`src/rtl/gelu_pkg.sv`:
```
// GELU (tanh form) package: payload structs, fixed-point gains, queue sizing
// and the output saturation helper. Depends on nothing.
package gelu_pkg;

    localparam int SAMPLE_WIDTH = 16;
    localparam int FRONT_STAGES = 11;
    localparam int QUEUE_DEPTH  = 16;
    localparam int SAT_WIDTH    = 2 * SAMPLE_WIDTH + 34;

    // 0.044715 and sqrt(2/pi), both in Q24
    localparam logic signed [20:0] GAIN_C3 = 21'sd750193;
    localparam logic signed [24:0] GAIN_K1 = 25'sd13386282;
    localparam logic signed [31:0] ONE_Q30 = 32'sd1073741824;

    localparam logic signed [SAT_WIDTH-1:0] SAT_HI =
        {{(SAT_WIDTH-SAMPLE_WIDTH+1){1'b0}}, {(SAMPLE_WIDTH-1){1'b1}}};
    localparam logic signed [SAT_WIDTH-1:0] SAT_LO =
        {{(SAT_WIDTH-SAMPLE_WIDTH+1){1'b1}}, {(SAMPLE_WIDTH-1){1'b0}}};

    typedef struct packed {
        logic signed [SAMPLE_WIDTH-1:0] sample_in;
        logic                           last_in;
    } gelu_in_t;

    typedef struct packed {
        logic signed [SAMPLE_WIDTH-1:0] activation_out;
        logic                           last_out;
    } gelu_out_t;

    function automatic logic signed [SAMPLE_WIDTH-1:0] sat_sample(
        input logic signed [SAT_WIDTH-1:0] v
    );
        logic signed [SAMPLE_WIDTH-1:0] r;
        if (v > SAT_HI)
        begin
            r = SAT_HI[SAMPLE_WIDTH-1:0];
        end
        else if (v < SAT_LO)
        begin
            r = SAT_LO[SAMPLE_WIDTH-1:0];
        end
        else
        begin
            r = v[SAMPLE_WIDTH-1:0];
        end
        return r;
    endfunction

endpackage

```
`src/rtl/gelu_back.sv`:
```
// GELU back pipeline: tanh table interpolation, 0.5*x*(1+tanh) and output
// register with stall. Depends on gelu_pkg.
module gelu_back #(
    parameter int FRACTION_BITS = 12,
    parameter int TANH_SEGMENTS = 64
) (
    input  logic                                      clk,
    input  logic                                      rst_n,
    input  logic                                      q_not_empty,
    output logic                                      pop,
    input  logic signed [gelu_pkg::SAMPLE_WIDTH-1:0]  q_x,
    input  logic                                      q_last,
    input  logic                                      q_big,
    input  logic                                      q_neg,
    input  logic [$clog2(TANH_SEGMENTS)-1:0]          q_idx,
    input  logic [FRACTION_BITS+1:0]                  q_frac,
    output logic                                      result_valid,
    input  logic                                      result_ready,
    output gelu_pkg::gelu_out_t                       result
);

    localparam int W   = gelu_pkg::SAMPLE_WIDTH;
    localparam int F   = FRACTION_BITS;
    localparam int TW  = $clog2(TANH_SEGMENTS + 1);
    localparam int DPW = 32 + F + 3;

    localparam logic signed [W+33:0] HALF_Y = (W+34)'(1) << 30;

    function automatic logic [63:0] udiv64(input logic [63:0] num, input logic [63:0] den);
        logic [63:0] rem;
        logic [63:0] quo;
        rem = '0;
        quo = '0;
        for (int b = 63; b >= 0; b--)
        begin
            rem = {rem[62:0], num[b]};
            if (rem >= den)
            begin
                rem    = rem - den;
                quo[b] = 1'b1;
            end
        end
        return quo;
    endfunction

    function automatic logic [30:0] tanh_entry(input int i);
        longint a;
        longint a2;
        longint a3;
        longint a5;
        longint a7;
        longint t;
        longint den;
        longint one;
        one = longint'(1) <<< 30;
        a   = (longint'(i) <<< 26) / TANH_SEGMENTS;
        a2  = (a * a) >>> 30;
        a3  = (a2 * a) >>> 30;
        a5  = (a3 * a2) >>> 30;
        a7  = (a5 * a2) >>> 30;
        t   = a - a3 / 3 + (2 * a5) / 15 - (17 * a7) / 315;
        if (t < 0)
        begin
            t = 0;
        end
        for (int k = 0; k < 6; k++)
        begin
            den = one + ((t * t) >>> 30);
            t   = longint'(udiv64(64'(t) << 31, 64'(den)));
        end
        if (t > one)
        begin
            t = one;
        end
        return t[30:0];
    endfunction

    logic [30:0] tbl [TANH_SEGMENTS+1];

    for (genvar g = 0; g <= TANH_SEGMENTS; g++)
    begin : g_tbl
        assign tbl[g] = tanh_entry(g);
    end

    logic                   en;
    logic [3:0]             vb_reg;
    logic                   out_valid_reg;
    gelu_pkg::gelu_out_t    result_reg;

    logic [TW-1:0]          idx_lo, idx_hi;
    logic [30:0]            t0_next;
    logic signed [31:0]     diff_next;

    logic [30:0]            t0_reg, t0b_reg;
    logic signed [31:0]     diff_reg;
    logic [F+1:0]           frac_reg;
    logic                   big0_reg, big1_reg;
    logic                   neg0_reg, neg1_reg;
    logic signed [W-1:0]    x0_reg, x1_reg, x2_reg;
    logic                   last0_reg, last1_reg, last2_reg, last3_reg;
    logic signed [DPW-1:0]  dprod_reg, dprod_next, interp_full;
    logic signed [31:0]     interp, mag, th;
    logic signed [32:0]     g_reg, g_next;
    logic signed [W+32:0]   yp_reg, yp_next;
    logic signed [W+33:0]   y_sum, y_rnd;

    assign en  = !out_valid_reg || result_ready;
    assign pop = en && q_not_empty;

    always_comb
    begin
        idx_lo    = TW'(q_idx);
        idx_hi    = idx_lo + TW'(1);
        t0_next   = tbl[idx_lo];
        diff_next = $signed({1'b0, tbl[idx_hi]}) - $signed({1'b0, t0_next});

        dprod_next  = diff_reg * $signed({1'b0, frac_reg});

        interp_full = dprod_reg >>> (F + 2);
        interp      = interp_full[31:0];
        mag         = big1_reg ? gelu_pkg::ONE_Q30 : $signed({1'b0, t0b_reg}) + interp;
        th          = neg1_reg ? -mag : mag;
        g_next      = 33'(gelu_pkg::ONE_Q30) + 33'(th);

        yp_next = x2_reg * g_reg;
        y_sum   = (W+34)'(yp_reg) + HALF_Y;
        y_rnd   = y_sum >>> 31;
    end

    always_ff @(posedge clk or negedge rst_n)
    begin
        if (!rst_n)
        begin
            vb_reg        <= '0;
            out_valid_reg <= 1'b0;
        end
        else if (en)
        begin
            vb_reg        <= {vb_reg[2:0], pop};
            out_valid_reg <= vb_reg[3];
        end
    end

    always_ff @(posedge clk)
    begin
        if (en)
        begin
            t0_reg    <= t0_next;
            diff_reg  <= diff_next;
            frac_reg  <= q_frac;
            big0_reg  <= q_big;
            neg0_reg  <= q_neg;
            x0_reg    <= q_x;
            last0_reg <= q_last;

            dprod_reg <= dprod_next;
            t0b_reg   <= t0_reg;
            big1_reg  <= big0_reg;
            neg1_reg  <= neg0_reg;
            x1_reg    <= x0_reg;
            last1_reg <= last0_reg;

            g_reg     <= g_next;
            x2_reg    <= x1_reg;
            last2_reg <= last1_reg;

            yp_reg    <= yp_next;
            last3_reg <= last2_reg;

            result_reg.activation_out <= gelu_pkg::sat_sample(gelu_pkg::SAT_WIDTH'(y_rnd));
            result_reg.last_out       <= last3_reg;
        end
    end

    assign result_valid = out_valid_reg;
    assign result       = result_reg;

endmodule

```
`config.mk`:
```
export PLATFORM = sky130hd
export DESIGN_NAME = gelu_back
export DESIGN_NICKNAME = d
export VERILOG_FILES = /design/src/rtl/gelu_pkg.sv /design/src/rtl/gelu_back.sv
export SDC_FILE = /design/constraint.sdc
export NUM_CORES = 2
export LEC_CHECK = 0
export BUFFER_PORTS_ARGS = -buffer_cell sky130_fd_sc_hd__buf_2
export CORE_UTILIZATION = 25
export DETAILED_ROUTE_END_ITERATION = 16
export GPL_TIMING_DRIVEN = 0
export PLACE_DENSITY = 0.43
export SLEW_MARGIN = 20
export SYNTH_ARGS = -nofsm -noshare
export SYNTH_HDL_FRONTEND = slang
export SYNTH_SLANG_ARGS = --single-unit
```
`constraint.sdc`:
```
create_clock -name clk -period 25.4 [get_ports clk]
set_input_delay 5.08 -clock clk [delete_from_list [all_inputs] [get_ports clk]]
set_output_delay 5.08 -clock clk [all_outputs]
set_load 0.005 [all_outputs]
```
* After elaboration in Yosys (flattened, before gate mapping)
Memory sizes are Yosys's and may differ from the RTL's. Index checks and enable logic that the tools add are counted.
Word-level totals: output and inout port bits 19, bits of input ports 43, logic and storage cells 48, memories 2, bits in read-only memories 7936, bits in registers 314
Memory list:
- (no name shown) | words 128, width 31, read ports 1, clocked after memory_dff 0, write ports 0, RTL line gelu_back.sv:115 | diff_next = $signed({1'b0, tbl[idx_hi]}) - $signed({1'b0, t0_next});
- (no name shown) | words 128, width 31, read ports 1, clocked after memory_dff 0, write ports 0, RTL line gelu_back.sv:114 | t0_next = tbl[idx_lo];
Operators by class: mux-type cells 7, magnitude comparators 4, $mul 2, reduce and logical (&&, ||, !) cells 3, add/sub/neg operators 6, bitwise gates (word level) 2
Operators by type and width (count):
- 31-bit two-way mux | 4
- 32-bit two-way mux | 2
- 49-bit by 32-bit adder with 50-bit output (second input constant) | 1
- 16-bit by 33-bit multiplier with 49-bit output | 1
- 32-bit by 15-bit multiplier with 46-bit output | 1
- 32-bit by 32-bit adder with 33-bit output (first input constant) | 1
- 32-bit adder | 1
- 32-bit negation | 1
- 31-bit by 31-bit subtractor with 32-bit output | 1
- 19-bit by 16-bit > comparator with 1-bit output (second input constant) | 1
- 19-bit by 16-bit < comparator with 1-bit output (second input constant) | 1
- 8-bit greater-or-equal comparator (second input constant) | 2
- 16-bit two-way mux | 1
- 6-bit inverter with 8-bit output | 1
- 7-bit inverter with 8-bit output | 1
- 6-bit by 1-bit adder with 7-bit output (second input constant) | 1
- 1-bit logical AND | 1
- 1-bit zero test | 1
- 1-bit logical OR | 1

* Longest topological paths before layout
word-level depth 6, gate-level depth with buffers 25

* Least setup slack after synthesis
Ideal clock, no wire load.
kind input-to-output, start point input port result_ready, end point output port pop, path buffers 1, stages on the path 3, arrival 13.120 ns, setup slack 7.200 ns, cells stage by stage nand2b_1 -> clkbuf_1 -> and2_1
On the way: longest elaborated chain between the ends 2
Ends and longest elaborated chain:
- from (decl) | RTL line gelu_back.sv:18 | input logic result_ready,
- 1-bit logical OR | RTL line gelu_back.sv:107 | assign en = !out_valid_reg || result_ready;
- 1-bit logical AND | RTL line gelu_back.sv:108 | assign pop = en && q_not_empty;
- to (decl) | RTL line gelu_back.sv:10 | output logic pop,
No other way between the ends.

* Worst setup path after layout
start point input port q_idx[1], end point register diff_reg[28] (data pin)
On the way: longest elaborated chain between the ends 6, elaborated cells on any way between the ends 10
Ends and longest elaborated chain:
- from (decl) | RTL line gelu_back.sv:15 | input logic [$clog2(TANH_SEGMENTS)-1:0] q_idx,
- 6-bit by 1-bit adder with 7-bit output | RTL line gelu_back.sv:113 | idx_hi = idx_lo + TW'(1);
- 7-bit inverter with 8-bit output (implied by the code) | RTL line gelu_back.sv:115
- memory 128 x 31 bit
- 31-bit two-way mux (implied by the code) (2 in a row) | RTL line gelu_back.sv:115
- 31-bit by 31-bit subtractor with 32-bit output (*) | RTL line gelu_back.sv:115
- named net diff_next[28] | RTL line gelu_back.sv:92 | logic signed [31:0] diff_next;
- to (signal assigned) | RTL line gelu_back.sv:149 | diff_reg <= diff_next;
- to (decl) | RTL line gelu_back.sv:95 | logic signed [31:0] diff_reg;
The timed path passes the listed nets; every way through them passes the cells marked *. The select of a mux whose other input is x is not followed. A chain may end at the register's enable or synchronous reset.

==> reports/qor.yml <==
die:
  pin_count: 62
  die-area_um2: 202000
  std_cell_rows: 163
  die_w_um: 449
  start_util_pct: 25.2
  core_area_um2: 198000
  fp.dieH_um: 449
synth:
  synth_top_area_share_pct: 36.5
  synth_area_per_cell_um2: 9.20
  synth_commonest_cells: "1009 x inv_1, 912 x fa_1, 732 x nand2_1"
  synth_edf_count: 263
  ys_seq_elements: 268
  yosys.area.top_type: "fa_1"
  synth.area.top_cells: "fa_1 37%, edfxtp_1 16%, ha_1 8.0%"
  syn_inst: 5433
  synth.yosys.warnings: 0
  synth_flop_cell: "edfxtp_1"
  synth.net_count: 6708
  synth_most_common_cell: "inv_1"
  async_reset_ff_share_pct: 1.87
  seq_area_frac_synth_pct: 16.0
  synth_cell_types: 89
  syn_area_um2: 50000
setup_path:
  critPathMaxStageDelay_ns: 0.92
  required_ns: 25.75
  arrival_ns: 13.99
  critPathMostFrequentCell: "ha_1"
  crit_path_end_kind: "flip-flop"
  crit_type: "primary input to flip-flop"
  cp_slowest_cell: "clkinv_1"
  critPathMaxFanout: 14
  start_kind: "primary input"
worst_hold_path:
  min-delay-path-class: "flip-flop to flip-flop"
sta:
  relSlewSlack_pct: 16.4
  post-route-period-util_pct: 53.7
  finClkSkew_ns: 0.0540
  slew_viol_final: 0
  final.min_clock_period_ns: 13.64
  hold_viol_final: 0
  setup_viol: 0
  tns_ns: 0
  worst_slew_pin_slew_ns: 1.25
  rsz0062_at_grt: "false"
  max_freq_ghz: 0.0733
finish:
  largest_reg_flops: 33
  fill_cells: 21274
  nets: 6814
  drive_above_1_share_pct: 3.21
  areaGrowthSynthToFinish_pct: 10.2
global_route:
  grt.overflow.total: 0
  track_usage_pct: 18.1
  antenna_found_initial: 1
  grt_pass1_vias: 41104
  grt_pass1_wl_um: 274000
  grt_max_degree: 54
clock_network:
  htree_levels: 2
  cts_setup_buffers: 0
  cts_tree: "done"
  cts_max_path_buffers: 3
  clk_latency_ns: 0.63
  hold_buffers: 0
  cts_resized: 0
  cts_inserted_buffers: 38
  clk_pin_slew_ns: 0.05
  cts.sinks: 268
  clockRootBuffer: "clkbuf_16"
placement:
  dp_hpwl_um: 150000
  gp_congestion: 0.915
  port_buffers: 59
drt:
  drt_wl_total_um: 183000
  firstDrtPassIters: 6
  vias: 38766
  drt-initial-drc-count: 2790
  ant_nets: 0
  wire_per_inst_um: 22.3
  vias_per_cell: 4.72
  drcViolationCount: 0
run_status:
  status: "complete, no violations"
flow_run:
  maxCapViolations: 0
[layout make-up]
type	count	area (um^2)	share of cell area, %
flip-flops and latches	268	8020	14.6
well taps	2640	3300	6.00
plain buffers	289	1110	2.01
diodes	2	5.00	0.00908
multi-input cells	3863	37100	67.3
repair buffers	66	465	0.845
inverters	1013	3800	6.90
clock inverters	22	282	0.511
clock buffers	47	1010	1.83
[critical path, delay by kind of cell]
family                   cells  cell delay [ns]
AND/OR/NAND/NOR              3             0.74
adder cells (fa/ha/maj)      4             1.93
buffers and inverters        7             3.62
AO/OA/AOI/OAI               10             2.47
XOR/XNOR                     1             0.10
[layout by cell type, fill, tap and decap left out, types with 105 or more instances in the layout]
cell	netlist	layout
inv_1	1009	1009
o21ai_0	177	176
xnor2_1	106	105
and2_1	456	456
nor2_1	223	223
a21oi_1	199	199
nand2_1	732	732
clkbuf_1	249	255
fa_1	912	912
edfxtp_1	263	263
ha_1	320	320
[per-stage QoR]
step	hold WS [ns]	std cells	util [%]	worst slack [ns]	instance area [um^2]
6_report	0.409	8210	27.8	11.76	55100
5_1_grt	0.403	8208	27.8	11.51	55100
4_1_cts	0.402	8208	27.8	12.21	55100
3_5_place_dp	0.405	8139	27.2	11.56	53800
3_3_place_gp	0.402	8132	27.1	3.15	53600
2_1_floorplan	0.400	5433	-	7.20	50000
[worst paths after layout]
| check | from | end | slack [ns] | depth (start not counted) |
|---|---|---|---|---|
| hold reg to reg | t0_reg[8]$_DFFE_PN_ | t0b_reg[8]$_DFFE_PN_ | 0.41 | 0 |
| setup reg to reg | x2_reg[15]$_DFFE_PN_ | yp_reg[48]$_DFFE_PN_ | 16.69 | 22 |
| max in group asynchronous | rst_n | vb_reg[2]$_DFFE_PN0N_ | 20.96 | 1 |
| setup / recovery | q_idx[1] | diff_reg[28]$_DFFE_PN_ | 11.76 | 25 |
| min in group asynchronous | rst_n | result_valid$_DFFE_PN0N_ | 4.29 | 1 |
| hold / removal | t0_reg[8]$_DFFE_PN_ | t0b_reg[8]$_DFFE_PN_ | 0.41 | 0 |
[per-layer routing]
layer | GRT usage [%] | part of all wire (%) | vias to the layer above
li1 | - | - | 17328
met1 | 24.4 | 44 | 20016
met4 | 5.70 | 3.5 | 2
met5 | 0 | 0.0066 | -
met2 | 30.3 | 47 | 1175
met3 | 2.03 | 5.0 | 245
[kinds of logic after synthesis]
logic type,after synthesis,synth area share (%)
xor+xnor,167,2.93
flops,268,16.0
mux,25,0.638
buf+inv,1302,9.81
fa+ha+maj,1232,44.5
simple gates,1663,15.9
compound gates,776,10.2
Power is left out: the tool's default activity adds up to more than one toggle a clock period on the data nets, which glitch-free logic cannot reach.
