## config.mk

```make
export PLATFORM = sky130hd
export DESIGN_NAME = gelu_front
export DESIGN_NICKNAME = d
export VERILOG_FILES = /design/src/rtl/gelu_pkg.sv /design/src/rtl/gelu_front.sv
export SDC_FILE = /design/constraint.sdc
export NUM_CORES = 2
export LEC_CHECK = 0
export BUFFER_PORTS_ARGS = -buffer_cell sky130_fd_sc_hd__buf_2
export CAP_MARGIN = 20
export CORE_ASPECT_RATIO = 1.1
export CORE_UTILIZATION = 40
export DETAILED_ROUTE_END_ITERATION = 12
export PLACE_DENSITY_LB_ADDON = 0.25
export SYNTH_ARGS = -nofsm -noshare
export SYNTH_HDL_FRONTEND = slang
export SYNTH_SLANG_ARGS = --single-unit
```

## constraint.sdc

```tcl
create_clock -name clk -period 6.3 [get_ports clk]
set_clock_uncertainty 0.05 [all_clocks]
set_input_delay 0.63 -clock clk [delete_from_list [all_inputs] [get_ports clk]]
set_output_delay 0.63 -clock clk [all_outputs]
set_load 0.1 [all_outputs]
```

## src/rtl/gelu_pkg.sv

```systemverilog
// GELU (tanh form) package: payload structs, fixed-point gains, queue sizing
// and the output saturation helper. Depends on nothing.
package gelu_pkg;

    localparam int SAMPLE_WIDTH = 16;
    localparam int FRONT_STAGES = 11;
    localparam int QUEUE_DEPTH  = 16;
    localparam int SAT_WIDTH    = 2 * SAMPLE_WIDTH + 34;

    // 0.044715 and sqrt(2/pi), both in Q24
    localparam logic signed [20:0] GAIN_C3 = 21'sd750193;
    localparam logic signed [24:0] GAIN_K1 = 25'sd13386282;
    localparam logic signed [31:0] ONE_Q30 = 32'sd1073741824;

    localparam logic signed [SAT_WIDTH-1:0] SAT_HI =
        {{(SAT_WIDTH-SAMPLE_WIDTH+1){1'b0}}, {(SAMPLE_WIDTH-1){1'b1}}};
    localparam logic signed [SAT_WIDTH-1:0] SAT_LO =
        {{(SAT_WIDTH-SAMPLE_WIDTH+1){1'b1}}, {(SAMPLE_WIDTH-1){1'b0}}};

    typedef struct packed {
        logic signed [SAMPLE_WIDTH-1:0] sample_in;
        logic                           last_in;
    } gelu_in_t;

    typedef struct packed {
        logic signed [SAMPLE_WIDTH-1:0] activation_out;
        logic                           last_out;
    } gelu_out_t;

    function automatic logic signed [SAMPLE_WIDTH-1:0] sat_sample(
        input logic signed [SAT_WIDTH-1:0] v
    );
        logic signed [SAMPLE_WIDTH-1:0] r;
        if (v > SAT_HI)
        begin
            r = SAT_HI[SAMPLE_WIDTH-1:0];
        end
        else if (v < SAT_LO)
        begin
            r = SAT_LO[SAMPLE_WIDTH-1:0];
        end
        else
        begin
            r = v[SAMPLE_WIDTH-1:0];
        end
        return r;
    endfunction

endpackage

```

## src/rtl/gelu_front.sv

```systemverilog
// GELU front pipeline: accepts samples, forms x^3, the tanh argument u and
// its table segment and fraction. Depends on gelu_pkg.
module gelu_front #(
    parameter int FRACTION_BITS = 12,
    parameter int TANH_SEGMENTS = 64
) (
    input  logic                                      clk,
    input  logic                                      rst_n,
    input  gelu_pkg::gelu_in_t                        sample,
    input  logic                                      sample_valid,
    output logic                                      sample_ready,
    input  logic                                      pop,
    output logic                                      push,
    output logic signed [gelu_pkg::SAMPLE_WIDTH-1:0]  x,
    output logic                                      last,
    output logic                                      big,
    output logic                                      neg,
    output logic [$clog2(TANH_SEGMENTS)-1:0]          idx,
    output logic [FRACTION_BITS+1:0]                  frac
);

    localparam int W   = gelu_pkg::SAMPLE_WIDTH;
    localparam int F   = FRACTION_BITS;
    localparam int NS  = gelu_pkg::FRONT_STAGES;
    localparam int IW  = $clog2(TANH_SEGMENTS);
    localparam int CW  = (W + 1 > F + 3) ? W + 1 : F + 3;
    localparam int PW  = F + 2 + IW;
    localparam int CRW = $clog2(gelu_pkg::QUEUE_DEPTH + 1);

    localparam logic signed [2*W:0]  HALF_F   = (2*W+1)'(1) << (F - 1);
    localparam logic signed [W+21:0] HALF_C3  = (W+22)'(1) << 23;
    localparam logic signed [W+26:0] HALF_K1  = (W+27)'(1) << 23;
    localparam logic [CW-1:0]        LIMIT    = CW'(4) << F;
    localparam logic [PW-1:0]        SEGS_C   = PW'(TANH_SEGMENTS);

    logic                     accept;
    logic [CRW-1:0]           credit_reg, credit_next;
    logic [NS-1:0]            valid_reg, valid_next;

    logic signed [W-1:0]      x_reg [NS];
    logic                     last_reg [NS];

    logic signed [2*W-1:0]    xx_reg, xx_next;
    logic signed [2*W:0]      xx_sum, xx_rnd;
    logic signed [W-1:0]      x2_reg, x2_next;
    logic signed [2*W-1:0]    m3_reg, m3_next;
    logic signed [2*W:0]      m3_sum, m3_rnd;
    logic signed [W-1:0]      x3_reg, x3_next;
    logic signed [W+20:0]     c3_reg, c3_next;
    logic signed [W+21:0]     c3_sum, c3_rnd, s_sum;
    logic signed [W:0]        s_reg, s_next;
    logic signed [W+25:0]     k_reg, k_next;
    logic signed [W+26:0]     k_sum, k_rnd;
    logic signed [W:0]        u_reg, u_next;
    logic [W:0]               a_mag;
    logic [CW-1:0]            a_ext;
    logic [F+1:0]             a_low_reg, a_low_next;
    logic                     big_a_reg, big_a_next;
    logic                     neg_a_reg, neg_a_next;
    logic [PW-1:0]            p_full;
    logic [IW-1:0]            idx_reg, idx_next;
    logic [F+1:0]             frac_reg, frac_next;
    logic                     big_reg, neg_reg;

    assign sample_ready = (credit_reg < CRW'(gelu_pkg::QUEUE_DEPTH));
    assign accept       = sample_valid && sample_ready;
    assign valid_next   = {valid_reg[NS-2:0], accept};

    always_comb
    begin
        case ({accept, pop})
            2'b10:   credit_next = credit_reg + CRW'(1);
            2'b01:   credit_next = credit_reg - CRW'(1);
            default: credit_next = credit_reg;
        endcase
    end

    always_comb
    begin
        xx_next = x_reg[0] * x_reg[0];
        xx_sum  = (2*W+1)'(xx_reg) + HALF_F;
        xx_rnd  = xx_sum >>> F;
        x2_next = gelu_pkg::sat_sample(gelu_pkg::SAT_WIDTH'(xx_rnd));

        m3_next = x2_reg * x_reg[2];
        m3_sum  = (2*W+1)'(m3_reg) + HALF_F;
        m3_rnd  = m3_sum >>> F;
        x3_next = gelu_pkg::sat_sample(gelu_pkg::SAT_WIDTH'(m3_rnd));

        c3_next = x3_reg * gelu_pkg::GAIN_C3;
        c3_sum  = (W+22)'(c3_reg) + HALF_C3;
        c3_rnd  = c3_sum >>> 24;
        s_sum   = (W+22)'(x_reg[5]) + c3_rnd;
        s_next  = s_sum[W:0];

        k_next  = s_reg * gelu_pkg::GAIN_K1;
        k_sum   = (W+27)'(k_reg) + HALF_K1;
        k_rnd   = k_sum >>> 24;
        u_next  = k_rnd[W:0];

        a_mag      = u_reg[W] ? (W+1)'(-u_reg) : (W+1)'(u_reg);
        a_ext      = CW'(a_mag);
        big_a_next = (a_ext >= LIMIT);
        neg_a_next = u_reg[W];
        a_low_next = a_ext[F+1:0];

        p_full    = PW'(a_low_reg) * SEGS_C;
        idx_next  = p_full[PW-1:F+2];
        frac_next = p_full[F+1:0];
    end

    always_ff @(posedge clk or negedge rst_n)
    begin
        if (!rst_n)
        begin
            credit_reg <= '0;
            valid_reg  <= '0;
        end
        else
        begin
            credit_reg <= credit_next;
            valid_reg  <= valid_next;
        end
    end

    always_ff @(posedge clk)
    begin
        x_reg[0]    <= sample.sample_in;
        last_reg[0] <= sample.last_in;
        for (int k = 1; k < NS; k++)
        begin
            x_reg[k]    <= x_reg[k-1];
            last_reg[k] <= last_reg[k-1];
        end
        xx_reg    <= xx_next;
        x2_reg    <= x2_next;
        m3_reg    <= m3_next;
        x3_reg    <= x3_next;
        c3_reg    <= c3_next;
        s_reg     <= s_next;
        k_reg     <= k_next;
        u_reg     <= u_next;
        a_low_reg <= a_low_next;
        big_a_reg <= big_a_next;
        neg_a_reg <= neg_a_next;
        idx_reg   <= idx_next;
        frac_reg  <= frac_next;
        big_reg   <= big_a_reg;
        neg_reg   <= neg_a_reg;
    end

    assign push = valid_reg[NS-1];
    assign x    = x_reg[NS-1];
    assign last = last_reg[NS-1];
    assign big  = big_reg;
    assign neg  = neg_reg;
    assign idx  = idx_reg;
    assign frac = frac_reg;

endmodule

```

* Word-level counts from Yosys, hierarchy flattened
Memory sizes are Yosys's and may differ from the RTL's. Index checks and enable logic that the tools add are counted.
Storage, ports and cells: output and inout port bits 41, RAM bits 187, register bits after elaboration 255, memories 2, logic and storage cells 45, input port bits 21
Cells by class: order comparisons 6, eq/ne operators 2, multiply operators 4, add/sub/neg operators 8, multiplexer cells 4, reductions and logical operators 2
Memories:
- x_reg | words 11, bits a word 16, read ports 11, clocked after Yosys merged registers in 0, wr ports 11, line gelu_front.sv:40 | logic signed [W-1:0] x_reg [NS];
- last_reg | words 11, bits a word 1, read ports 11, clocked after Yosys merged registers in 0, wr ports 11, line gelu_front.sv:41 | logic last_reg [NS];
Operator list (count):
- adder 32 x 13 -> 33 bit (second input constant) | 2
- multiplier 16 x 16 -> 32 bit | 2
- > comparator 21 x 16 -> 1 bit (second input constant) | 2
- less-than comparator 21 x 16 -> 1 bit (second input constant) | 2
- adder 41 x 25 -> 41 bit (second input constant) | 1
- multiplier 17 x 24 -> 40 bit (second input constant) | 1
- adder 37 x 25 -> 38 bit (second input constant) | 1
- multiplier 16 x 21 -> 37 bit (second input constant) | 1
- two-way mux 16 bit | 2
- adder 16 x 14 -> 17 bit | 1
- greater-or-equal comparator 17 x 15 -> 1 bit (second input constant) | 1
- two-way mux 17 bit | 1
- negation 17 bit | 1
- one-hot mux 5 bit (2 select lines) | 1
- adder 5 x 1 -> 5 bit (second input constant) | 1
- less-than comparator 5 bit (second input constant) | 1
- subtractor 5 x 1 -> 5 bit (second input constant) | 1
- equality test 2 x 1 -> 1 bit (second input constant) | 1
- equality test 2 bit (second input constant) | 1
- nonzero test 2 bit | 1
- logical AND 1 bit | 1

* Logic depth before layout (Yosys ltp)
depth after elaboration 4, mapped depth 25, depth with buffers taken out 24

* Worst setup path before layout
Ideal clock, no wire load.
path kind register -> register, from memory x_reg[0][15] in the netlist's numbering, to register xx_reg[31], data required time 6178 ps, arrival time 6270 ps, stages on the path, launching flop included 20, slack -92 ps, library setup time 72 ps, path buffers 1, period minus slack after synthesis 6392 ps, path through dfxtp_1 -> inv_1 -> clkbuf_1 -> nor2_1 -> fa_1 -> fa_1 -> fa_1 -> fa_1 -> fa_1 -> inv_1 -> fa_1 -> inv_1 -> ha_1 -> o21a_1 -> a221o_1 -> a31oi_1 -> a21oi_1 -> a41o_1 -> a21oi_1 -> xnor2_1
RTL lines:
- start: declaration | line gelu_front.sv:40
- end signal: assignment | line gelu_front.sv:135 | xx_reg <= xx_next;
- end: declaration | line gelu_front.sv:43 | logic signed [2*W-1:0] xx_reg, xx_next;

* Worst setup path in the final report
from register x2_reg[2], to register m3_reg[30]
On the way: word-level cells in the longest chain between the ends 1
Ends and longest elaborated chain:
- start: declaration | line gelu_front.sv:45 | logic signed [W-1:0] x2_reg, x2_next;
- start signal: assignment | line gelu_front.sv:136 | x2_reg <= x2_next;
- multiplier 16 x 16 -> 32 bit | line gelu_front.sv:85 | m3_next = x2_reg * x_reg[2];
- net m3_next[30] | line gelu_front.sv:46 | logic signed [2*W-1:0] m3_reg, m3_next;
- end signal: assignment | line gelu_front.sv:137 | m3_reg <= m3_next;
- end: declaration | line gelu_front.sv:46
The timed path passes the listed nets, and every way through them passes these cells. A chain may end at the register's enable or synchronous reset.

==> impl_metrics.json <==
{
  "drt-total-wl_um": 75230,
  "synth_common_cells": "inv_1 (1003), fa_1 (681), ha_1 (509), dfxtp_1 (359), nand2_1 (238)",
  "grt_pass1_wl_um": 130700,
  "hp-start": "sample[3]",
  "yosysMostFrequentCell": "inv_1",
  "clock_path_buffers": 3,
  "antenna_found_initial": 1,
  "r2r_cells": 20,
  "critPathBufInv": 4,
  "yosys.area_share.adder": 0.5229,
  "htreeDepth": 2,
  "setup_viol": 0,
  "portBuffers": 55,
  "synth_mux_area_frac": 0.0007851,
  "rsz0062_at_grt": "no",
  "crit_top_cell": "fa_1",
  "whs_path_depth": 1,
  "synth_top_family_by_area": "adder cells",
  "yosysUniqueCellTypes": 67,
  "timing.fmax_ghz": 0.1652,
  "yosys-top-cells-area": "fa_1 (36%), dfxtp_1 (19%), ha_1 (17%), inv_1 (9.8%), xnor2_1 (2.8%)",
  "dieArea_mm2": 0.09687,
  "clk_pin_slew_ns": 0.06,
  "overflow": 0,
  "cts_num_sinks": 375,
  "pin_count": 62,
  "cpPeakStageDelay_ns": 0.65,
  "slew-limit-headroom": 0.3776,
  "status": "finished, final reports clean",
  "synth_top_area_frac": 0.3564,
  "arrival_ns": 6.51,
  "holdPathEnd": "x_reg[0][2]$_DFF_P_",
  "dp_hpwl_um": 65380,
  "post_route_cells_drive_above_1_share": 0.08618,
  "synth_top_area_cell": "fa_1",
  "crit_fanout": 10,
  "drt-vias-per-instance": 4.530,
  "synth_compound_area_frac": 0.04602,
  "start_util": 0.4048,
  "dieHeight_um": 326.3,
  "grt_pass1_vias": 26584,
  "diodes": 0,
  "die_x_um": 296.8,
  "tns_ns": 0,
  "synthArstFlopShare": 0.04267,
  "place_congestion": 0.8538,
  "syn-cell-area_mm2": 0.03825,
  "path_cells": "buf_4 -> nand2_1 -> fa_1 -> inv_1 -> fa_1 -> ha_1 -> fa_1 -> inv_1 -> fa_1 -> fa_1 -> inv_1 -> ha_1 -> a21oi_1 -> o21ai_0 -> or3_4 -> a22oi_4 -> o21ai_2 -> a211o_1 -> a21oi_2 -> xnor2_1",
  "dr_total_vias": 23739,
  "track_usage": 0.1666,
  "drc_errors": 0,
  "synth-edff-count": 0,
  "drt_iter0_markers": 739,
  "largest_reg_flops": 176,
  "r2r_setup_slack_ns": 0.25,
  "min_path_type": "input pin to flop",
  "avgSynthCellArea_um2": 10.19,
  "hold_violations": 0,
  "cap_violations": 0,
  "layoutNonFillerInstCount": 5240,
  "r2r-end": "m3_reg[30]$_DFF_P_",
  "worstSetupStartpointType": "flop",
  "num-nets-final": 5155,
  "synth-simple-area-share": 0.08515,
  "period_share": 0.9607,
  "num_rows": 118,
  "grt_start_max_net_pins": 23,
  "ant_nets": 0,
  "path_delay_family": "adder cells",
  "dr.pass1.iters": 5,
  "design.core.area_mm2": 0.09449,
  "finalCriticalPeriod_ns": 6.052,
  "worst_slew_pin_slew_ns": 0.9293,
  "slowest_stage": "dfxtp_1",
  "dp.cells": 5153,
  "routedWlPerCell_um": 14.36,
  "cts_tree": "built",
  "synthesis.instances": 3755,
  "slew_viol_final": 0,
  "ys.flop_type": "dfxtp_1",
  "cts_root_buf": "clkbuf_16",
  "critPathKind": "flop to flop",
  "synth_xor_area_frac": 0.04122,
  "cts_made_buffers": 45,
  "cp-end-kind": "flop",
  "required_ns": 6.75,
  "ys_warn_count": 0,
  "area_growth_pct": 11.71,
  "ys_seq_area_frac": 0.1984,
  "synth_seq_cells": 375,
  "r2r-start": "x2_reg[2]$_SDFF_PN1_",
  "clock_latency_ns": 0.62
}
per-layer routing:
metal,wire [µm],track usage,vias to the layer above
li1,-,-,11658
met1,32710,0.2048,11706
met2,38500,0.3066,276
met3,2006,0.01836,99
met4,2014,0.04596,0
met5,0,0,-
worst max-delay path by stage:
stage,startpoint,endpoint,slack [ns],cells after the start
3_5_place_dp,x_reg[2][2]$_DFF_P_,m3_reg[30]$_DFF_P_,0.0002,20
5_1_grt,x2_reg[8]$_SDFF_PN1_,m3_reg[30]$_DFF_P_,0.001,21
6_report,x2_reg[2]$_SDFF_PN1_,m3_reg[30]$_DFF_P_,0.25,20
2_1_floorplan,x_reg[0][15]$_DFF_P_,xx_reg[31]$_DFF_P_,0.02,22
3_3_place_gp,x_reg[2][2]$_DFF_P_,m3_reg[18]$_DFF_P_,0.06,21
4_1_cts,x_reg[0][8]$_DFF_P_,xx_reg[31]$_DFF_P_,0.01,18
stage by stage:
step	instance area, µm²	util	hold WS (ns)	setup WS [ns]
3_5_place_dp	41020	0.4341	0.2621	0.0002047
5_1_grt	42730	0.4522	0.02180	0.001118
2_1_floorplan	38270	-	0.2596	0.01568
4_1_cts	42610	0.4510	0.008993	0.01367
6_report	42730	0.4522	0.06066	0.2478
3_3_place_gp	41020	0.4341	0.2599	0.05827
timing repair:
| item | CTS | global route |
|---|---|---|
| hold buffers | 2 | 0 |
| gates cloned | 0 | 0 |
| setup buffers | 0 | 2 |
| hold endpoints to repair | 17 | 0 |
| gates resized for setup | 4 | 43 |
| setup endpoints to repair | 5 | 20 |
| pin swaps | 0 | 5 |
cell type report:
cell class | count | area, µm²
fillers | 9063 | 51760
clock buffers | 56 | 1217
multi-input cells | 2317 | 26710
clock inverters | 27 | 355.3
flip-flops and latches | 375 | 7624
repair buffers | 202 | 1479
well taps | 1260 | 1577
inverters | 1003 | 3765
placed cells by master, fill, tap and decap left out, drive strengths merged, types with 14 or more instances in the layout:
master,Yosys,routed
inv,1003,1009
dfrtp,16,16
and2,169,169
clkbuf,57,56
dfxtp,359,359
nor2,118,118
xor2,57,57
buf,8,200
xnor2,123,123
nand4,15,15
a21o,38,38
nand2,238,238
nand2b,14,14
nor3,29,29
fa,681,681
nand3,43,43
ha,509,509
and3,18,18
o21ai,71,71
a21oi,67,67
worst register-to-register path: stages, from the launching register on:
cell and delay, ns:
dfxtp_1 0.65, buf_4 0.22, nand2_1 0.07, fa_1 0.43, inv_1 0.09, fa_1 0.42, ha_1 0.22, fa_1 0.55
inv_1 0.06, fa_1 0.48, fa_1 0.55, inv_1 0.04, ha_1 0.30, a21oi_1 0.22, o21ai_0 0.20, or3_4 0.46
a22oi_4 0.22, o21ai_2 0.13, a211o_1 0.32, a21oi_2 0.16, xnor2_1 0.12
kinds of logic after synthesis:
family | count (synthesis)
AO/OA/AOI/OAI | 265
multiplexers | 3
AND/OR/NAND/NOR | 673
other | 1
buffers and inverters | 1068
flip-flops | 375
adder cells (fa/ha/maj) | 1190
XOR/XNOR | 180
Power is left out: the tool's default activity adds up to more than one toggle a clock period on the data nets, which glitch-free logic cannot reach.
