$ cat src/rtl/gelu_queue.sv
// GELU decoupling queue: small register FIFO between front and back pipelines.
// Standalone; occupancy is bounded by the front credit counter.
module gelu_queue #(
    parameter int WIDTH = 8,
    parameter int DEPTH = 16
) (
    input  logic             clk,
    input  logic             rst_n,
    input  logic             push,
    input  logic [WIDTH-1:0] push_data,
    input  logic             pop,
    output logic [WIDTH-1:0] head,
    output logic             not_empty
);

    localparam int AW = (DEPTH > 1) ? $clog2(DEPTH) : 1;
    localparam int CW = $clog2(DEPTH + 1);

    logic [WIDTH-1:0] mem_reg [DEPTH];
    logic [AW-1:0]    wr_ptr_reg, wr_ptr_next;
    logic [AW-1:0]    rd_ptr_reg, rd_ptr_next;
    logic [CW-1:0]    count_reg, count_next;

    always_comb
    begin
        wr_ptr_next = wr_ptr_reg;
        rd_ptr_next = rd_ptr_reg;
        if (push)
        begin
            wr_ptr_next = (wr_ptr_reg == AW'(DEPTH - 1)) ? '0 : wr_ptr_reg + AW'(1);
        end
        if (pop)
        begin
            rd_ptr_next = (rd_ptr_reg == AW'(DEPTH - 1)) ? '0 : rd_ptr_reg + AW'(1);
        end
        case ({push, pop})
            2'b10:   count_next = count_reg + CW'(1);
            2'b01:   count_next = count_reg - CW'(1);
            default: count_next = count_reg;
        endcase
    end

    always_ff @(posedge clk or negedge rst_n)
    begin
        if (!rst_n)
        begin
            wr_ptr_reg <= '0;
            rd_ptr_reg <= '0;
            count_reg  <= '0;
        end
        else
        begin
            wr_ptr_reg <= wr_ptr_next;
            rd_ptr_reg <= rd_ptr_next;
            count_reg  <= count_next;
        end
    end

    always_ff @(posedge clk)
    begin
        if (push)
        begin
            mem_reg[wr_ptr_reg] <= push_data;
        end
    end

    assign head      = mem_reg[rd_ptr_reg];
    assign not_empty = (count_reg != '0);

endmodule

$ cat config.mk
export PLATFORM = sky130hd
export DESIGN_NAME = gelu_queue
export DESIGN_NICKNAME = d
export VERILOG_FILES = /design/src/rtl/gelu_queue.sv
export SDC_FILE = /design/constraint.sdc
export NUM_CORES = 1
export LEC_CHECK = 0
export BUFFER_PORTS_ARGS = -buffer_cell sky130_fd_sc_hd__buf_2
export CAP_MARGIN = 15
export CORE_ASPECT_RATIO = 1.1
export CORE_UTILIZATION = 25
export DETAILED_ROUTE_END_ITERATION = 10
export PLACE_DENSITY = 0.41
export SYNTH_ARGS = -nofsm -noshare
export SYNTH_HDL_FRONTEND = slang
export SYNTH_SLANG_ARGS = --single-unit
$ cat constraint.sdc
create_clock -name clk -period 2.08 [get_ports clk]
set_input_delay 0.416 -clock clk [delete_from_list [all_inputs] [get_ports clk]]
set_output_delay 0.416 -clock clk [all_outputs]
set_load 0.01 [all_outputs]
== After elaboration in Yosys (flattened, before gate mapping) ==
Memories as Yosys holds them, arrays and structs flattened.
Index checks and enable logic that the tools add are counted.
Storage, ports and cells
  register bits after elaboration: 13
  RAM bits: 128
  input bits: 12
  output and inout port bits: 9
  word-level logic and storage cells: 19
  memories kept: 1
Operators by class
  $add $sub $neg: 4
  equality and inequality tests: 4
  muxes and demuxes: 5
  reduce and logical (&&, ||, !) cells: 2
Memory list
  mem_reg: words 16, width 8, read ports 1, clocked after memory_dff 0, write ports 1, line 19  | logic [WIDTH-1:0] mem_reg [DEPTH];
Operators with widths (number)
  5-bit one-hot mux with 2 select lines: 1
  4-bit by 1-bit adder with 4-bit output, second input constant: 2
  4-bit equality test, second input constant: 2
  4-bit 2-to-1 mux: 2
  5-bit by 1-bit adder with 5-bit output, second input constant: 1
  5-bit nonzero test: 1
  5-bit by 1-bit subtractor with 5-bit output, second input constant: 1
  2-bit by 1-bit equality test with 1-bit output, second input constant: 1
  2-bit equality test, second input constant: 1
  1-bit 2-to-1 mux: 2
  2-bit nonzero test: 1

== Logic depth before layout (Yosys ltp) ==
Gate-level depths: netlist of the first run.
  word-level depth: 2
  gate-level depth with buffers: 10
  mapped depth without buffers: 8

== Worst setup path before layout of the first run ==
Ideal clock, no wire load.
  path kind: input to register
  from: in push
  to: reg count_reg[2]
  library setup time: 127 ps
  data arrival time: 1943 ps
  data required time: 1953 ps
  slack: 10 ps
  stages: 10
  path buffers: 2
  cell sequence: clkbuf_1 inv_1 ha_1 buf_2 xor2_1 ha_1 a21oi_1 xor2_1 nor2_1 xor2_1
On the way
  longest elaborated chain between the ends: 2
  elaborated cells on any way between the ends: 4
RTL lines
  start: declaration: line 9  | input logic push,
  2-bit by 1-bit equality test with 1-bit output or 2-bit equality test (tied branches): line 36  | case ({push, pop})
  5-bit one-hot mux with 2 select lines or 2-bit nonzero test (tied branches)
  end signal: assignment: line 55  | count_reg <= count_next;
  end: declaration: line 22  | logic [CW-1:0] count_reg, count_next;
Parallel ways exist; a longest one is shown, timed or not.
A chain may end at the register's enable or synchronous reset.

== Worst setup path in the final report of the first run ==
  from: reg rd_ptr_reg[1]
  to: out head[4]
On the way
  longest elaborated chain between the ends: 1
RTL lines
  start: declaration: line 21  | logic [AW-1:0] rd_ptr_reg, rd_ptr_next;
  start signal: assignment: line 54  | rd_ptr_reg <= rd_ptr_next;
  memory 16 x 8 bit
  end: declaration: line 12  | output logic [WIDTH-1:0] head,
Every way passes these cells.

==> impl_metrics.yaml, run 1 <==
run_status:
  status: "complete, but fails checks"
  violations: "negative setup slack"
cells_and_area:
  multi_input_comb_area_mm2: 0.001505
  fin_nets: 386
  syn_to_final_growth_pct: 24.90
  antenna_cells: 0
  largest_reg_flops: 128
  drive_gt1_share_pct: 36.60
  nFillCells: 2144
  ff_latch_area_mm2: 0.004172
flow_run:
  cap_violations: 0
clock_network:
  cts_buffer_depth: 2
  clk_pin_slew_worst_paths_ns: 0.06
  clock-sinks: 141
  worstSkewPairLatency_ns: 0.42
  cts_tree: "built"
  root_buffer: "clkbuf_16"
  numCtsBuffers: 17
  htree_levels: 4
drt:
  postRouteAntennaNets: 0
  met1_length_um: 5716
  wl_met2_um: 6301
  routedWlPerCell_um: 18.78
  first_iter_violations: 216
  wl_met3_um: 366
  avgViaCountPerCell: 4.433
  firstDrtPassIters: 4
  top_layer: "met4"
  vias: 2979
  drc: 0
  finalWirelength_um: 12620
global_route:
  overflow: 0
  grt.total_usage_pct: 11.44
  grt_pass1_wl_um: 19050
  antenna_found_initial: 0
  grt_pass1_vias: 3106
  grt_max_degree: 17
yosys:
  synth_nets: 323
  synth_compound_area_share_pct: 3.641
  ys_seq_elements: 141
  async_flop_share_pct: 9.220
  synth_top_family_by_area: "multiplexers"
  synth-simple-area-share_pct: 4.665
  yosysTopAreaCellShare_pct: 66.97
  synth-xor-area-share_pct: 1.221
  synth.area.mux_share_pct: 13.91
  synth_cell_type_count: 34
  ys_seq_area_share_pct: 72.64
  synthTopCellsByArea: "edfxtp_1 67%, mux4_2 7.8%, dfrtp_1 5.7%"
  synth_top_cell_by_area: "edfxtp_1"
  synthCells: 302
  synth_fa_ha_area_share_pct: 1.962
  ys_top_cells_by_count: "128 x edfxtp_1, 20 x mux4_2, 20 x nand2_1"
  synth_edf_count: 128
  ys_warn_count: 0
  syn_area_mm2: 0.005739
  synth_flop_cell: "edfxtp_1"
  synthMostInstantiatedCell: "edfxtp_1"
  syn_avg_cell_area_um2: 19.00
pwr:
  swShare_pct: 29.70
  ir_worst_vdd_uv: 585.0
  p_per_area_mw_per_mm2: 1341
  power_frac_seq_pct: 37.9
  comb_power_share_pct: 30.8
  switchingPower_mw: 2.855
  p_int_mw: 6.759
  pwr-share-clk_pct: 31.3
  p_leak_nw: 2.460
  p_total_mw: 9.614
worst_setup_path:
  startpoint: "rd_ptr_reg[1]"
  path_cells: "buf_6 -> buf_12 -> mux4_1 -> a22oi_2 -> nand2_1 -> buf_2"
  cp.required_ns: 1.66
  worst-setup-path-type: "reg -> out"
  worstRegToRegCells: 5
  crit_path_end_kind: "output pin"
  crit_cells: 6
  crit_buf_inv: 3
  cp_max_fo: 5
  cp-start-kind: "flop"
  cp.arrival_ns: 2.07
  critPathSlowestCell: "mux4_1"
  crit_family: "multiplexers"
  crit_path_end: "head[4]"
  regToRegEndpoint: "mem_reg[2][1]"
  r2r_start: "wr_ptr_reg[0]"
  max_stage_delay_ns: 0.56
  rrSetupSlack_ns: 0.53
sta:
  holdWs_ns: 0.3327
  worstMarginPinSlew_ns: 0.6224
  setup-violations-final: 8
  setup_ws_ns: -0.4058
  drv_slew: 0
  hold_viol: 0
  rsz0062_at_grt: "yes"
  post-route-period-util_pct: 119.5
  max_slew_margin_pct: 58.32
  max_freq_ghz: 0.4023
  skew_ns: 0.005254
  post-route-min-period_ns: 2.486
die:
  start_util_pct: 25.71
  die_h_um: 160.9
  core_mm2: 0.02232
  fp.dieW_um: 146.5
  rows: 57
  fp.dieArea_mm2: 0.02357
  ioPinCount: 21
placed_design:
  dp_hpwl_um: 8123
  place_congestion: 0.7106
  port_buffers: 20
hold_path:
  hold_class: "in -> reg"
[stage by stage]
| stage | std cells | cell area, um^2 | util (%) | setup TNS [ns] | setup WS [ns] |
|---|---|---|---|---|---|
| after global placement | 632 | 6375 | 28.56 | -0.05480 | -0.02864 |
| after global routing | 672 | 7168 | 32.11 | -3.451 | -0.4694 |
| after CTS | 668 | 7039 | 31.53 | -3.201 | -0.4429 |
| final | 672 | 7168 | 32.11 | -2.819 | -0.4058 |
| after floorplan | 302 | 5739 | - | 0 | 0.009875 |
| after detailed placement | 632 | 6375 | 28.56 | -0.04931 | -0.03448 |
[worst register-to-register path, delay by kind of cell, from the launching register on]
family	cells	cell delay (ns)
flip-flops	1	0.41
AND/OR/NAND/NOR	2	0.29
buffers and inverters	2	0.38
adder cells (fa/ha/maj)	1	0.17
[logic make-up after synthesis]
family / after synthesis
adders and majority gates: 9
buffers and inverters: 19
muxes: 35
DFF: 141
xor gates and xnor gates: 8
AOI/OAI and AO/OA: 32
and+or+nand+nor: 58
[per-layer routing]
layer | GRT usage (%) | vias to the layer above
met1 | 14.71 | 1574
met3 | 2.784 | 16
li1 | - | 1344
met2 | 18.07 | 45
met4 | 5.540 | 0
met5 | 0 | -
[cells in the final DEF, fill, tap and decap left out, types with 3 or more instances in the layout]
cell / n
nand2b_1: 5
ha_1: 9
mux4_2: 28
xor2_1: 5
xnor2_1: 3
inv_1: 4
inv_6: 4
buf_2: 20
edfxtp_1: 128
mux4_1: 4
a22oi_2: 14
nor2_1: 15
o21ai_0: 8
nand3_1: 3
nand2_1: 20
a21oi_1: 4
clkbuf_16: 19
buf_4: 29
dfrtp_1: 11
nor3_1: 5
buf_12: 5
[cell type report]
cell class                      count  area share (%)
Clock buffer                       17           5.935
Clock inverter                     14           2.234
Inverter                            4          0.2095
Multi-Input combinational cell    142           21.00
Sequential cell                   141           58.20
Tap cell                          295           5.149
Timing Repair Buffer               59           7.279
[power by group through the flow]
stage          sequential, mW  clock, mW  combinational [mW]
2_1_floorplan            3.59          0                1.71
3_3_place_gp             3.69          0                2.51
3_5_place_dp             3.70          0                2.50
4_1_cts                  3.65       3.10                2.74
5_1_grt                  3.69       3.21                3.23
6_report                 3.64       3.01                2.96
[worst min path at each step]
stage               cells after the start       endpoint  start  slack, ns
global placement                        1   count_reg[0]  rst_n       0.34
detailed placement                      1   count_reg[0]  rst_n       0.34
finish                                  2  rd_ptr_reg[0]    pop       0.33
floorplan                               0   count_reg[0]  rst_n       0.12
CTS                                     3  rd_ptr_reg[2]    pop       0.33
global route                            2  rd_ptr_reg[0]    pop       0.36
[timing repair]
action / in CTS / in global routing
hold buffers: 1 / 0
gates cloned: 1 / 2
pin swaps: 0 / 9
resized for setup: 14 / 16
setup buffers: 3 / 2
endpoints found under the setup margin: 8 / 8
hold endpoints to repair: 13 / 0
Power figures use the tool's default switching activity.
==> run 2, diff against run 1 <==
--- a/config.mk
+++ b/config.mk
@@ -11,6 +11,7 @@
 export CORE_UTILIZATION = 25
 export DETAILED_ROUTE_END_ITERATION = 10
 export PLACE_DENSITY = 0.41
+export SETUP_SLACK_MARGIN = 0.1
 export SYNTH_ARGS = -nofsm -noshare
 export SYNTH_HDL_FRONTEND = slang
 export SYNTH_SLANG_ARGS = --single-unit
==> impl_metrics.yaml, run 2 (synthesis gave the netlist of run 1 again) <==
global_route:
  grt_max_degree: 17
  overflow: 0
  grt_pass1_vias: 3110
  grt_pass1_wl_um: 19130
  antenna_found_initial: 1
  grt.total_usage_pct: 11.54
placed_design:
  dpl-instance-area_mm2: 0.006382
  port_buffers: 20
  place_congestion: 0.6863
  dp_hpwl_um: 8392
clock_network:
  worstSkewPairLatency_ns: 0.41
  cts_buffer_depth: 2
  clock-sinks: 141
  root_buffer: "clkbuf_16"
  cts_tree: "built"
  htree_levels: 4
  clk_pin_slew_worst_paths_ns: 0.06
  numCtsBuffers: 17
cells_and_area:
  drive_gt1_share_pct: 31.45
  final_area_mm2: 0.007033
  fin_util_pct: 31.51
  largest_reg_flops: 128
  ff_latch_area_mm2: 0.004170
  final_common_cell: "edfxtp_1"
  multi_input_comb_area_mm2: 0.001468
  nFillCells: 2186
  syn_to_final_growth_pct: 22.54
  mostFrequentLayoutCells: "128 x edfxtp_1, 26 x mux4_2, 26 x buf_4, 20 x nand2_1, 20 x buf_2"
  antenna_cells: 0
  fin_nets: 383
pwr:
  ir_worst_vdd_uv: 664.6
  p_per_area_mw_per_mm2: 1312
  p_leak_nw: 2.408
worst_setup_path:
  cp_max_fo: 10
  cp.required_ns: 1.66
  worst-setup-path-type: "reg -> out"
  critPathSlowestCell: "mux4_1"
  rrSetupSlack_ns: 0.47
  cp.arrival_ns: 2.08
  crit_buf_inv: 2
  max_stage_delay_ns: 0.58
  path_cells: "buf_6 -> mux4_1 -> a22oi_1 -> nand2_1 -> buf_2"
  crit_path_end_kind: "output pin"
  cp-start-kind: "flop"
  crit_family: "multiplexers"
drt:
  finalWirelength_um: 12610
  vias: 2929
  routedWlPerCell_um: 18.90
  avgViaCountPerCell: 4.391
  postRouteAntennaNets: 0
  firstDrtPassIters: 4
  drc: 0
  first_iter_violations: 308
sta:
  drv_slew: 0
  max_freq_ghz: 0.4012
  setup-violations-final: 8
  max_slew_margin_pct: 50.75
  skew_ns: 0.008061
  hold_viol: 0
  setup_ws_ns: -0.4127
  rsz0062_at_grt: "yes"
  post-route-min-period_ns: 2.493
  post-route-period-util_pct: 119.8
  worstMarginPinSlew_ns: 0.7373
die:
  fp.dieW_um: 146.5
  start_util_pct: 25.71
  core_mm2: 0.02232
  fp.dieArea_mm2: 0.02357
  ioPinCount: 21
  die_h_um: 160.9
  rows: 57
run_status:
  violations: "negative setup slack"
  status: "complete, but fails checks"
flow_run:
  cap_violations: 0
hold_path:
  hold_class: "in -> reg"
[run 2: stage by stage]
stage | worst slack, ns | hold slack, ns | total power [mW] | setup TNS, ns | cells
after global placement | -0.1197 | 0.3370 | 6.234 | -0.3671 | 633
final | -0.4127 | 0.3505 | 9.226 | -3.064 | 667
after detailed placement | -0.1151 | 0.3384 | 6.243 | -0.2877 | 633
after floorplan | 0.1205 | 0.1204 | 5.298 | 0 | 302
after global routing | -0.4856 | 0.3622 | 9.712 | -3.764 | 667
after CTS | -0.4642 | 0.3521 | 9.346 | -3.521 | 667
[run 2: worst paths after layout]
kind	from	to	cells past startpoint
setup reg to reg	wr_ptr_reg[0]	mem_reg[7][5]	4
min in group asynchronous	rst_n	count_reg[0]	2
hold / removal	pop	rd_ptr_reg[0]	2
hold reg to reg	count_reg[4]	count_reg[4]	1
setup / recovery	rd_ptr_reg[1]	head[2]	5
max in group asynchronous	rst_n	rd_ptr_reg[1]	2
[run 2: layer usage]
metal / wire length (um) / vias to the layer above / global-route usage, %
met4: 269 / 2 / 5.540
met3: 377 / 16 / 2.670
li1: - / 1329 / -
met2: 6418 / 45 / 19.03
met5: 16 / - / 0
met1: 5525 / 1537 / 14.28
[run 2: power by group]
group          internal [mW]  switching, mW
Sequential              3.42          0.231
Clock                   1.75           1.12
Combinational           1.38           1.32
Total                   6.55           2.67
[run 2: final cells by class]
type / count / area share, %
Clock inverter: 10 / 1.690
Tap cell: 295 / 5.248
Timing Repair Buffer: 56 / 6.529
Multi-Input combinational cell: 142 / 20.87
Inverter: 4 / 0.2135
Clock buffer: 19 / 6.155
Sequential cell: 141 / 59.30
[run 2: repair_timing]
item / 4_1_cts / 5_1_grt
endpoints found under the hold margin: 13 / 0
hold buffers: 1 / 0
gates resized for setup: 9 / 7
setup endpoints to repair: 8 / 8
setup buffers: 4 / 0
cloned: 0 / 0
pin swaps: 6 / 2
==> run 3, diff against run 2 <==
--- a/config.mk
+++ b/config.mk
@@ -7,7 +7,7 @@
 export LEC_CHECK = 0
 export BUFFER_PORTS_ARGS = -buffer_cell sky130_fd_sc_hd__buf_2
 export CAP_MARGIN = 15
-export CORE_ASPECT_RATIO = 1.1
+export CORE_ASPECT_RATIO = 1.5
 export CORE_UTILIZATION = 25
 export DETAILED_ROUTE_END_ITERATION = 10
 export PLACE_DENSITY = 0.41
==> impl_metrics.yaml, run 3 (synthesis gave the netlist of run 1 again) <==
hold_path:
  hold_class: "in -> reg"
  hold_depth: 2
  min_from: "pop"
drt:
  first_iter_violations: 155
  finalWirelength_um: 13460
  avgViaCountPerCell: 4.480
  routedWlPerCell_um: 20.36
  firstDrtPassIters: 4
  drc: 0
  vias: 2961
  postRouteAntennaNets: 0
run_status:
  status: "complete, but fails checks"
  violations: "negative setup slack"
sta:
  hold_viol: 0
  worstMarginPinSlew_ns: 0.5965
  rsz0062_at_grt: "yes"
  max_slew_margin_pct: 60.19
  post-route-min-period_ns: 2.522
  finalSetupTns_ns: -3.393
  setup-violations-final: 8
  skew_ns: 0.007194
  drv_slew: 0
  max_freq_ghz: 0.3964
  setup_ws_ns: -0.4424
  post-route-period-util_pct: 121.3
pwr:
  comb_power_share_pct: 32.0
  swShare_pct: 29.31
  switchingPower_mw: 2.899
  pwr-share-clk_pct: 31.1
  ir_worst_vdd_uv: 578.8
  power_frac_seq_pct: 36.9
  p_int_mw: 6.991
  p_per_area_mw_per_mm2: 1368
  p_leak_nw: 2.496
worst_setup_path:
  r2r_start: "wr_ptr_reg[0]"
  startpoint: "rd_ptr_reg[1]"
  cp.arrival_ns: 2.11
  cp-start-kind: "flop"
  worstRegToRegCells: 5
  crit_path_end_kind: "output pin"
  rrSetupSlack_ns: 0.49
  cp.required_ns: 1.66
  worst-setup-path-type: "reg -> out"
  cp_max_fo: 5
clock_network:
  clk_pin_slew_worst_paths_ns: 0.06
  root_buffer: "clkbuf_16"
  numCtsBuffers: 17
  clock-sinks: 141
  htree_levels: 4
  worstSkewPairLatency_ns: 0.42
  cts_tree: "built"
  cts_buffer_depth: 2
placed_design:
  port_buffers: 20
  place_inst: 613
  place_congestion: 0.7329
  dp_hpwl_um: 8544
global_route:
  grt.total_usage_pct: 12.05
  grt_max_degree: 19
  overflow: 0
  grt_pass1_vias: 3196
  antenna_found_initial: 0
  grt_pass1_wl_um: 20040
die:
  rows: 67
  fp.dieArea_mm2: 0.02358
  ioPinCount: 21
  fp.dieW_um: 125.7
  start_util_pct: 25.55
  die_h_um: 187.6
  core_mm2: 0.02247
cells_and_area:
  largest_reg_flops: 128
  final_common_cell: "edfxtp_1"
  drive_gt1_share_pct: 36.62
  fin_nets: 393
  antenna_cells: 0
  syn_to_final_growth_pct: 25.99
  nFillCells: 2209
  final_cells: 661
  mostFrequentLayoutCells: "128 x edfxtp_1, 30 x buf_4, 27 x mux4_2, 19 x nand2_1, 19 x clkbuf_16"
flow_run:
  cap_violations: 0
[run 3: final timing paths]
check,endpoint
hold reg to reg,count_reg[4]
min in group asynchronous,count_reg[1]
hold / removal,rd_ptr_reg[0]
setup / recovery,head[0]
max in group asynchronous,rd_ptr_reg[1]
setup reg to reg,mem_reg[0][3]
[run 3: cell type report]
cell class / instances / area [um^2] / area share [%]
Sequential cell: 141 / 4170 / 57.67
Multi-Input combinational cell: 142 / 1501 / 20.76
Timing Repair Buffer: 66 / 600.6 / 8.306
Clock buffer: 18 / 429.2 / 5.935
Tap cell: 276 / 345.3 / 4.776
Clock inverter: 14 / 168.9 / 2.336
Inverter: 4 / 15.01 / 0.2076
[run 3: power by group through the flow]
stage	Combinational [mW]	Sequential, mW	Clock, mW
floorplan	1.71	3.59	0
global placement	2.57	3.70	0
detailed placement	2.59	3.71	0
CTS	2.69	3.65	3.15
global route	3.43	3.70	3.27
finish	3.16	3.65	3.07
[run 3: stage by stage]
step                      area (um^2)  hold WS, ns  util, %  setup WS, ns  power (mW)
final                            7231       0.3094    32.18       -0.4424       9.889
after global routing             7231       0.3283    32.18       -0.5301       10.40
after CTS                        7000       0.2943    31.16       -0.4641       9.494
after detailed placement         6364       0.3407    28.32      -0.03674       6.294
after global placement           6364       0.3370    28.32      -0.02139       6.262
after floorplan                  5741       0.1204        -        0.1205       5.298
[run 3: what timing repair did]
item                                    in CTS  in global routing
hold buffers                                 1                  0
endpoints found under the hold margin       13                  0
cloned                                       0                  3
resized for setup                           13                 20
buffers inserted                             2                 10
pin swaps                                    0                  8
endpoints found under the setup margin       8                  8
[run 3: worst max-delay path: stages, from the launching register on]
cell and delay (ns):
dfrtp_2 0.41, buf_6 0.14, clkbuf_16 0.15, buf_6 0.09
mux4_2 0.52, a22oi_2 0.16, nand2_1 0.07, buf_2 0.14
[run 3: routing by layer]
layer / vias to the layer above / routed length, um / track usage (%)
li1: 1356 / - / -
met1: 1555 / 5568 / 13.48
met2: 37 / 7410 / 21.58
met3: 13 / 272 / 2.739
met4: 0 / 208 / 5.488
met5: - / 0 / 0
